**src/sv/sacl_pkg.sv**
```systemverilog
// Shared types and constants of the set-associative LRU byte cache.
package sacl_pkg;
    localparam int LINES      = 8;
    localparam int LINE_BYTES = 32;
    localparam int ADDR_BITS  = 13;
    localparam int SLOT_BITS  = $clog2(LINES);
    localparam int OFF_BITS   = $clog2(LINE_BYTES);
    localparam int BLK_BITS   = ADDR_BITS - OFF_BITS;
    localparam int MEM_BITS   = SLOT_BITS + OFF_BITS;
    localparam int WL_BITS    = 2;

    localparam logic [2:0]  RANK_MAX = 3'd7;
    localparam logic [15:0] HIT_MAX  = 16'hFFFF;

    localparam logic [2:0] ST_HIT     = 3'd0;
    localparam logic [2:0] ST_MISS    = 3'd1;
    localparam logic [2:0] ST_FILL    = 3'd2;
    localparam logic [2:0] ST_DONE    = 3'd3;
    localparam logic [2:0] ST_STRAY   = 3'd4;
    localparam logic [2:0] ST_REFUSED = 3'd5;

    localparam logic OP_READ = 1'b0;
    localparam logic OP_FILL = 1'b1;

    typedef struct packed {
        logic        operation;
        logic [12:0] address;
        logic [7:0]  fill_data;
    } t_in;

    typedef struct packed {
        logic [2:0]  status;
        logic [7:0]  read_data;
        logic [7:0]  fetch_block;
        logic [15:0] hit_count;
    } t_out;

    typedef struct packed {
        logic                is_fill;
        logic [BLK_BITS-1:0] block;
        logic [OFF_BITS-1:0] offset;
        logic [7:0]          fill_data;
    } t_cmd;
endpackage

```
**src/sv/sacl_front.sv**
```systemverilog
// Front queue: accepts beats and splits each beat's address into block and offset.
module sacl_front (
    input  logic          i_clk,
    input  logic          i_rst_n,
    input  logic          push,
    output logic          full,
    input  sacl_pkg::t_in i_in,
    output logic          o_cmd_valid,
    output sacl_pkg::t_cmd o_cmd,
    input  logic          i_cmd_take
);
    import sacl_pkg::*;

    t_cmd       r_q [4];
    logic [1:0] r_wp, r_rp;
    logic [2:0] r_cnt;
    logic       w_push, w_pop;
    t_cmd       w_cmd;

    assign full        = (r_cnt == 3'd4);
    assign o_cmd_valid = (r_cnt != 3'd0);
    assign o_cmd       = r_q[r_rp];
    assign w_push      = push && !full;
    assign w_pop       = i_cmd_take && o_cmd_valid;

    always_comb begin
        w_cmd.is_fill   = (i_in.operation == OP_FILL);
        w_cmd.block     = i_in.address[ADDR_BITS-1:OFF_BITS];
        w_cmd.offset    = i_in.address[OFF_BITS-1:0];
        w_cmd.fill_data = i_in.fill_data;
    end

    always_ff @(posedge i_clk) begin
        if (w_push) begin
            r_q[r_wp] <= w_cmd;
        end
        if (!i_rst_n) begin
            r_wp  <= '0;
            r_rp  <= '0;
            r_cnt <= '0;
        end else begin
            if (w_push) begin
                r_wp <= r_wp + 2'd1;
            end
            if (w_pop) begin
                r_rp <= r_rp + 2'd1;
            end
            r_cnt <= r_cnt + {2'b0, w_push} - {2'b0, w_pop};
        end
    end
endmodule

```
**src/sv/sacl_outq.sv**
```systemverilog
// Result queue between the lookup pipeline and the result port.
module sacl_outq (
    input  logic           i_clk,
    input  logic           i_rst_n,
    input  logic           i_wr,
    input  sacl_pkg::t_out i_res,
    output logic [2:0]     o_cnt,
    output logic           empty,
    input  logic           pop,
    output sacl_pkg::t_out o_out
);
    import sacl_pkg::*;

    t_out       r_q [4];
    logic [1:0] r_wp, r_rp;
    logic [2:0] r_cnt;
    logic       w_pop;

    assign o_cnt = r_cnt;
    assign empty = (r_cnt == 3'd0);
    assign o_out = r_q[r_rp];
    assign w_pop = pop && !empty;

    always_ff @(posedge i_clk) begin
        if (i_wr) begin
            r_q[r_wp] <= i_res;
        end
        if (!i_rst_n) begin
            r_wp  <= '0;
            r_rp  <= '0;
            r_cnt <= '0;
        end else begin
            if (i_wr) begin
                r_wp <= r_wp + 2'd1;
            end
            if (w_pop) begin
                r_rp <= r_rp + 2'd1;
            end
            r_cnt <= r_cnt + {2'b0, i_wr} - {2'b0, w_pop};
        end
    end
endmodule

```
**src/sv/sacl_back.sv**
```systemverilog
// Back end: tag lookup, LRU, miss tracking, line byte memory and result stage.
module sacl_back (
    input  logic           i_clk,
    input  logic           i_rst_n,
    input  logic           i_cfg_we,
    input  logic [1:0]     i_cfg_data,
    input  logic           i_cmd_valid,
    input  sacl_pkg::t_cmd i_cmd,
    output logic           o_cmd_take,
    input  logic [2:0]     i_out_cnt,
    output logic           o_res_wr,
    output sacl_pkg::t_out o_res
);
    import sacl_pkg::*;

    typedef struct packed {
        logic [2:0]  status;
        logic        use_mem;
        logic [7:0]  data;
        logic [7:0]  fetch;
        logic [15:0] hit;
    } t_s2;

    logic [WL_BITS-1:0]   r_wl;
    logic [LINES-1:0]     r_valid, n_valid;
    logic [BLK_BITS-1:0]  r_block [LINES];
    logic [BLK_BITS-1:0]  n_block [LINES];
    logic [2:0]           r_rank [LINES];
    logic [2:0]           n_rank [LINES];
    logic                 r_miss_pending, n_miss_pending;
    logic [SLOT_BITS-1:0] r_miss_slot, n_miss_slot;
    logic [OFF_BITS-1:0]  r_miss_off, n_miss_off;
    logic [OFF_BITS-1:0]  r_fill_cnt, n_fill_cnt;
    logic [7:0]           r_req_byte, n_req_byte;
    logic [15:0]          r_hit, n_hit;
    logic [7:0]           r_mem [LINES*LINE_BYTES];
    logic [7:0]           r_rdata;
    logic                 r_s2_valid;
    t_s2                  r_s2, n_s2;

    logic                 w_issue;
    logic [SLOT_BITS-1:0] w_base, w_ref, w_slot, w_set_mask, w_way_mask;
    logic [LINES-1:0]     w_in_set;
    logic                 w_hit, w_found_inv, w_have, w_touch, w_was_valid;
    logic [SLOT_BITS-1:0] w_hit_slot, w_inv_slot, w_lru_slot;
    logic [2:0]           w_best;
    logic                 w_mem_we;
    logic [MEM_BITS-1:0]  w_waddr, w_raddr;

    assign w_issue    = i_cmd_valid && ((i_out_cnt + {2'b0, r_s2_valid}) < 3'd4);
    assign o_cmd_take = w_issue;

    always_comb begin
        w_way_mask = SLOT_BITS'((1 << r_wl) - 1);
        w_set_mask = ~w_way_mask;
        // set index is block mod sets, scaled by the way count
        w_base     = (i_cmd.block[SLOT_BITS-1:0] << r_wl) & w_set_mask;
        w_ref      = i_cmd.is_fill ? r_miss_slot : w_base;
        for (int v = 0; v < LINES; v++) begin
            w_in_set[v] = ((SLOT_BITS'(v) ^ w_ref) & w_set_mask) == '0;
        end
        w_hit      = 1'b0;
        w_hit_slot = '0;
        w_found_inv = 1'b0;
        w_inv_slot = '0;
        for (int v = LINES - 1; v >= 0; v--) begin
            if (w_in_set[v] && r_valid[v] && r_block[v] == i_cmd.block) begin
                w_hit      = 1'b1;
                w_hit_slot = SLOT_BITS'(v);
            end
            if (w_in_set[v] && !r_valid[v]) begin
                w_found_inv = 1'b1;
                w_inv_slot  = SLOT_BITS'(v);
            end
        end
        w_have     = 1'b0;
        w_best     = '0;
        w_lru_slot = '0;
        for (int v = 0; v < LINES; v++) begin
            if (w_in_set[v] && (!w_have || r_rank[v] > w_best)) begin
                w_have     = 1'b1;
                w_best     = r_rank[v];
                w_lru_slot = SLOT_BITS'(v);
            end
        end

        n_valid        = r_valid;
        n_block        = r_block;
        n_miss_pending = r_miss_pending;
        n_miss_slot    = r_miss_slot;
        n_miss_off     = r_miss_off;
        n_fill_cnt     = r_fill_cnt;
        n_req_byte     = r_req_byte;
        n_hit          = r_hit;
        w_touch        = 1'b0;
        w_was_valid    = 1'b1;
        w_slot         = w_hit_slot;
        w_mem_we       = 1'b0;
        w_waddr        = {r_miss_slot, r_fill_cnt};
        w_raddr        = {w_hit_slot, i_cmd.offset};
        n_s2           = '0;

        if (!i_cmd.is_fill) begin
            if (r_miss_pending) begin
                n_s2.status = ST_REFUSED;
            end else if (w_hit) begin
                w_touch = 1'b1;
                if (r_hit != HIT_MAX) begin
                    n_hit = r_hit + 16'd1;
                end
                n_s2.status  = ST_HIT;
                n_s2.use_mem = 1'b1;
            end else begin
                w_slot = w_found_inv ? w_inv_slot : w_lru_slot;
                n_valid[w_slot] = 1'b0;
                n_block[w_slot] = i_cmd.block;
                n_miss_pending  = 1'b1;
                n_miss_slot     = w_slot;
                n_miss_off      = i_cmd.offset;
                n_fill_cnt      = '0;
                n_s2.status     = ST_MISS;
                n_s2.fetch      = i_cmd.block[7:0];
            end
        end else begin
            if (!r_miss_pending) begin
                n_s2.status = ST_STRAY;
            end else begin
                w_mem_we = 1'b1;
                if (r_fill_cnt == r_miss_off) begin
                    n_req_byte = i_cmd.fill_data;
                end
                if (r_fill_cnt == OFF_BITS'(LINE_BYTES - 1)) begin
                    w_touch        = 1'b1;
                    w_was_valid    = 1'b0;
                    w_slot         = r_miss_slot;
                    n_valid[r_miss_slot] = 1'b1;
                    n_miss_pending = 1'b0;
                    n_fill_cnt     = '0;
                    n_s2.status    = ST_DONE;
                    n_s2.data      = (r_fill_cnt == r_miss_off) ? i_cmd.fill_data
                                                                : r_req_byte;
                end else begin
                    n_fill_cnt  = r_fill_cnt + OFF_BITS'(1);
                    n_s2.status = ST_FILL;
                end
            end
        end
        n_s2.hit = n_hit;

        n_rank = r_rank;
        if (w_touch) begin
            for (int v = 0; v < LINES; v++) begin
                if (w_in_set[v] && SLOT_BITS'(v) != w_slot && r_valid[v] &&
                    (!w_was_valid || r_rank[v] < r_rank[w_slot]) &&
                    r_rank[v] != RANK_MAX) begin
                    n_rank[v] = r_rank[v] + 3'd1;
                end
            end
            n_rank[w_slot] = '0;
        end
    end

    always_ff @(posedge i_clk) begin
        if (w_issue && w_mem_we) begin
            r_mem[w_waddr] <= i_cmd.fill_data;
        end
        r_rdata <= r_mem[w_raddr];
        if (w_issue) begin
            r_s2 <= n_s2;
        end
        if (!i_rst_n) begin
            r_wl           <= '0;
            r_valid        <= '0;
            r_block        <= '{default: '0};
            r_rank         <= '{default: '0};
            r_miss_pending <= 1'b0;
            r_miss_slot    <= '0;
            r_miss_off     <= '0;
            r_fill_cnt     <= '0;
            r_req_byte     <= '0;
            r_hit          <= '0;
            r_s2_valid     <= 1'b0;
        end else begin
            if (i_cfg_we) begin
                r_wl <= i_cfg_data;
            end
            r_s2_valid <= w_issue;
            if (w_issue) begin
                r_valid        <= n_valid;
                r_block        <= n_block;
                r_rank         <= n_rank;
                r_miss_pending <= n_miss_pending;
                r_miss_slot    <= n_miss_slot;
                r_miss_off     <= n_miss_off;
                r_fill_cnt     <= n_fill_cnt;
                r_req_byte     <= n_req_byte;
                r_hit          <= n_hit;
            end
        end
    end

    always_comb begin
        o_res_wr          = r_s2_valid;
        o_res.status      = r_s2.status;
        o_res.read_data   = r_s2.use_mem ? r_rdata : r_s2.data;
        o_res.fetch_block = r_s2.fetch;
        o_res.hit_count   = r_s2.hit;
    end

    a_fill_idle: assert property (@(posedge i_clk) disable iff (!i_rst_n)
        !r_miss_pending |-> r_fill_cnt == '0) else $error("fill count without miss");
    a_slot_inv: assert property (@(posedge i_clk) disable iff (!i_rst_n)
        r_miss_pending |-> !r_valid[r_miss_slot]) else $error("pending slot valid");
    a_issue_s2: assert property (@(posedge i_clk) disable iff (!i_rst_n)
        w_issue |=> r_s2_valid) else $error("issued beat lost");
    a_hit_mono: assert property (@(posedge i_clk) disable iff (!i_rst_n)
        r_hit != $past(r_hit) |-> r_hit == $past(r_hit) + 16'd1)
        else $error("hit count jump");
endmodule

```
**src/sv/set_associative_cache_lru_unit.sv**
```systemverilog
// Top level of the set-associative read-only byte cache with true LRU.
// A beat is accepted whenever the 4-entry input queue is not full; the lookup
// stage retires one beat per cycle (tag compare over up to 8 ways, LRU update
// and one port of the 256-byte line memory), and the result is registered
// before a 4-entry result queue. The lookup stage stalls only while the
// result queue and its result register are full. No clearing pass after reset.
module set_associative_cache_lru_unit (
    input  logic           i_clk,
    input  logic           i_rst_n,
    input  logic           push,
    output logic           full,
    input  sacl_pkg::t_in  i_in,
    output logic           empty,
    input  logic           pop,
    output sacl_pkg::t_out o_out,
    input  logic           i_cfg_we,
    input  logic [1:0]     i_cfg_data
);
    import sacl_pkg::*;

    logic       w_cmd_valid, w_cmd_take, w_res_wr;
    t_cmd       w_cmd;
    t_out       w_res;
    logic [2:0] w_out_cnt;

    sacl_front u_front (
        .i_clk(i_clk), .i_rst_n(i_rst_n), .push(push), .full(full), .i_in(i_in),
        .o_cmd_valid(w_cmd_valid), .o_cmd(w_cmd), .i_cmd_take(w_cmd_take)
    );

    sacl_back u_back (
        .i_clk(i_clk), .i_rst_n(i_rst_n), .i_cfg_we(i_cfg_we), .i_cfg_data(i_cfg_data),
        .i_cmd_valid(w_cmd_valid), .i_cmd(w_cmd), .o_cmd_take(w_cmd_take),
        .i_out_cnt(w_out_cnt), .o_res_wr(w_res_wr), .o_res(w_res)
    );

    sacl_outq u_outq (
        .i_clk(i_clk), .i_rst_n(i_rst_n), .i_wr(w_res_wr), .i_res(w_res),
        .o_cnt(w_out_cnt), .empty(empty), .pop(pop), .o_out(o_out)
    );
endmodule
```
**config.mk**
```make
export PLATFORM = sky130hd
export DESIGN_NAME = set_associative_cache_lru_unit
export DESIGN_NICKNAME = d
export VERILOG_FILES = /design/src/sv/sacl_pkg.sv /design/src/sv/sacl_front.sv /design/src/sv/sacl_outq.sv /design/src/sv/sacl_back.sv /design/src/sv/set_associative_cache_lru_unit.sv
export SDC_FILE = /design/constraint.sdc
export NUM_CORES = 2
export LEC_CHECK = 0
export ABC_AREA = 1
export BUFFER_PORTS_ARGS = -buffer_cell sky130_fd_sc_hd__buf_2
export CORE_MARGIN = 1.5
export CORE_UTILIZATION = 60
export CTS_BUF_LIST = sky130_fd_sc_hd__clkbuf_8 sky130_fd_sc_hd__clkbuf_16
export DETAILED_ROUTE_END_ITERATION = 10
export PLACE_DENSITY = 0.76
export SLEW_MARGIN = 20
export SYNTH_ARGS = -nofsm -noshare
export SYNTH_HDL_FRONTEND = slang
export SYNTH_SLANG_ARGS = --single-unit
```
**constraint.sdc**
```tcl
create_clock -name i_clk -period 22.4 [get_ports i_clk]
set_clock_uncertainty 0.1 [all_clocks]
set_input_delay 1.12 -clock i_clk [delete_from_list [all_inputs] [get_ports i_clk]]
set_output_delay 1.12 -clock i_clk [all_outputs]
set_load 0.005 [all_outputs]
```
==> results.json <==
{
  "hold_violations": 0,
  "design_area_mm2": 0.110,
  "startpoint_type": "flip-flop",
  "pin_count": 66,
  "ys_seq_area_share_pct": 72.3,
  "synth-edff-count": 2312,
  "crit_top_cell": "nand2_1",
  "cts-htree-levels": 4,
  "relSlewSlack_pct": 6.23,
  "port_buffers": 65,
  "drive_above_1_share_pct": 8.01,
  "dpl.hpwl_um": 145000,
  "critPathSlowestCell": "dfxtp_1",
  "worst_path_largest_cell_delay_ps": 880,
  "viasPerCell": 6.61,
  "end_kind": "flip-flop",
  "min_path_type": "flip-flop to flip-flop",
  "cts_hold_buf": 0,
  "grt_max_degree": 222,
  "cts_sinks": 2475,
  "area_growth_pct": 9.77,
  "clk_pin_slew_ps": 60,
  "first_pass_iters": 6,
  "drc": 0,
  "ctsResizeCount": 0,
  "layout_min_cycle_time_ps": 12950,
  "final_nets": 7885,
  "routedWlPerCell_um": 25.8,
  "max-cap-violations": 0,
  "grt_overflow": 0,
  "rsz0062_at_grt": "false",
  "dr_total_vias": 67400,
  "grt_pass1_vias": 64000,
  "outcome": "finished, final reports clean",
  "grt_pass1_wl_um": 391000,
  "die_height_um": 412,
  "synth_cells": 7946,
  "worst_slew_pin_slew_ps": 1390,
  "die_w_um": 412,
  "pwr_density_cell_mw_per_mm2": 153,
  "placed_cell_area_mm2": 0.103,
  "ir_drop_mv": 0.181,
  "grt_usage_pct": 30.5,
  "ant_nets": 0,
  "ys_ff_latch": 2475,
  "clock_latency_ps": 870,
  "period_share_pct": 57.8,
  "postRouteWirelength_um": 263000,
  "antenna_found_initial": 4,
  "postSynthAreaPerCell_um2": 12.6,
  "dp_cells": 9757,
  "maxSlewViolCount": 0,
  "p_leak_nw": 35.8,
  "tns_ps": 0,
  "required_ps": 23080,
  "clockRootBuffer": "clkbuf_16",
  "ctsLongestPathBuffers": 3,
  "cp_top_family": "simple AND/OR/NAND/NOR gates",
  "setup_viol": 0,
  "dr.first_iter.drc_count": 10400,
  "syn-num-nets": 8043,
  "cts_tree": "yes",
  "ys_types": 53,
  "cp_data_arrival_time_ps": 13630,
  "crit_buf_inv": 8,
  "cts_setup_buffers": 0,
  "finalCoreUtilization_pct": 66.1,
  "worstPathMaxFanout": 26,
  "dieArea_mm2": 0.170,
  "stdcell_count": 10200,
  "place_congestion": 0.893,
  "clock.fmax_mhz": 77.2,
  "yosysWarnings": 0,
  "path_class": "flip-flop to flip-flop",
  "synthArstFlopShare_pct": 0,
  "cts_buffers": 231,
  "core_mm2": 0.167,
  "synthFlopType": "edfxtp_1",
  "initial_core_util_pct": 60.2,
  "fin_hold_ws_ps": 376,
  "syn_area_mm2": 0.101,
  "rows": 150
}
[worst paths after layout]
kind / to / slack [ps] / start / cells past startpoint
setup / recovery: u_back.r_rank[3] / 9450 / flip-flop / 86
hold / removal: u_front.r_rp[1] / 380 / u_front.r_rp[1] / 2
setup reg to reg: u_back.r_rank[3] / 9450 / flip-flop / 86
hold reg to reg: u_front.r_rp[1] / 380 / u_front.r_rp[1] / 2
[flip-flops by register name, indices dropped and copies added, names as in the netlist, 3 cells and up, named ones only]
name and count:
u_back.r_block 64, u_back.r_miss_slot 3, u_back.r_miss_off 5, u_back.r_s2 9, u_back.o_res 27, u_back.r_fill_cnt 5, u_front.r_cnt 3, u_back.r_req_byte 8
u_outq.r_q 140, u_back.r_hit 16, u_back.r_mem 2048, u_back.r_valid 8, u_front.r_q 88, u_outq.o_cnt 3, u_back.r_rank 24, u_back.r_rdata 8
[worst min-delay path: stages, from the launching register on]
cell and delay (ps):
dfxtp_1 300, inv_1 50, a21oi_1 70
[cells in the final DEF, fill, tap and decap left out, types with 7 or more instances in the layout]
master and n:
xor2_1 49, bufinv_16 25, a221oi_1 7, o211ai_1 10
inv_1 227, ha_1 67, nand2_4 14, clkbuf_8 12
clkinv_1 53, nand3b_1 8, o22ai_4 9, nor3_1 16
nand3_1 282, edfxtp_1 2312, clkbuf_16 232, clkinv_2 42
nand2_1 411, nand3_2 20, inv_2 16, a211oi_1 7
o311ai_0 51, mux2_2 8, dfxtp_1 162, buf_12 12
buf_2 64, o21ai_1 8, nand4_1 34, o21ai_0 1247
o22ai_1 38, a31oi_1 13, nor2_1 1507, nor2_2 12
o221ai_1 512, a21oi_1 261, mux2i_1 8, nand2_2 27
buf_4 96, o311ai_1 8, xnor2_1 30
[through the flow]
| stage | power (mW) | setup WS [ps] |
|---|---|---|
| 4_1_cts | 16.7 | 9520 |
| 6_report | 16.9 | 9450 |
| 2_1_floorplan | 10.8 | 12110 |
| 3_3_place_gp | 12.6 | 9730 |
| 3_5_place_dp | 12.8 | 9580 |
| 5_1_grt | 17.6 | 7860 |
[power by group]
part	switching, mW	internal [mW]
Sequential	0.0952	6.09
Combinational	5.15	1.63
Clock	1.72	2.21
[cell usage after synthesis (4+ instances only)]
cell      instances  share of area, %
o211ai_1         10             0.075
dfxtp_1         163               3.2
a211oi_1          7             0.052
nor2_1         1513               5.7
nand2_2          26              0.16
o31a_1            4             0.035
nand3_1         282               1.4
ha_1             67              0.83
edfxtp_1       2312                69
nand4_1          34              0.21
a21oi_1         261               1.3
buf_4             4             0.030
xnor2_1          30              0.26
o21ai_1           8             0.040
nand2_4          13              0.15
o21ai_0        1247               6.2
a221oi_1          7             0.061
clkbuf_1        518               1.9
inv_2            16             0.060
buf_1            24             0.090
o22ai_1          46              0.29
mux2i_1           8             0.080
nor3_1           16             0.080
o21bai_1          4             0.030
mux2_2            8             0.090
buf_2             9             0.045
inv_1           178              0.66
xor2_1           49              0.43
o221ai_1        512               4.5
a31oi_1          14             0.087
nor2_2            6             0.037
nand2_1         413               1.5
o311ai_0         60              0.52
nand3_2          20              0.20
a32oi_1          10             0.087
nand3b_1          8             0.060
buf_6            10              0.11
[layer usage]
metal | track usage (%) | part of all wire [%] | routed length [µm]
met1 | 42.1 | 38 | 99200
met2 | 47.0 | 46 | 122000
met3 | 6.35 | 11 | 29400
met4 | 13.6 | 4.8 | 12600
met5 | 0 | 0.022 | 57
[logic make-up after synthesis]
kind of cell	after synthesis	synth area share, %
simple gates	2341	9.62
buf+inv	767	2.98
compound gates	2200	13.4
fa+ha+maj	68	0.854
xor+xnor	79	0.688
mux	16	0.169
flops	2475	72.3
[final cells by class]
class                           count  area (µm²)
Multi-Input combinational cell   4704       25100
Clock inverter                    192        1710
Timing Repair Buffer              174        1340
Antenna cell                        3        7.51
Fill cell                       11300       56500
Clock buffer                      244        5970
Inverter                          202         801
Sequential cell                  2475       72700
Tap cell                         2204        2760
Note: power is estimated with default switching activity, not from simulation.
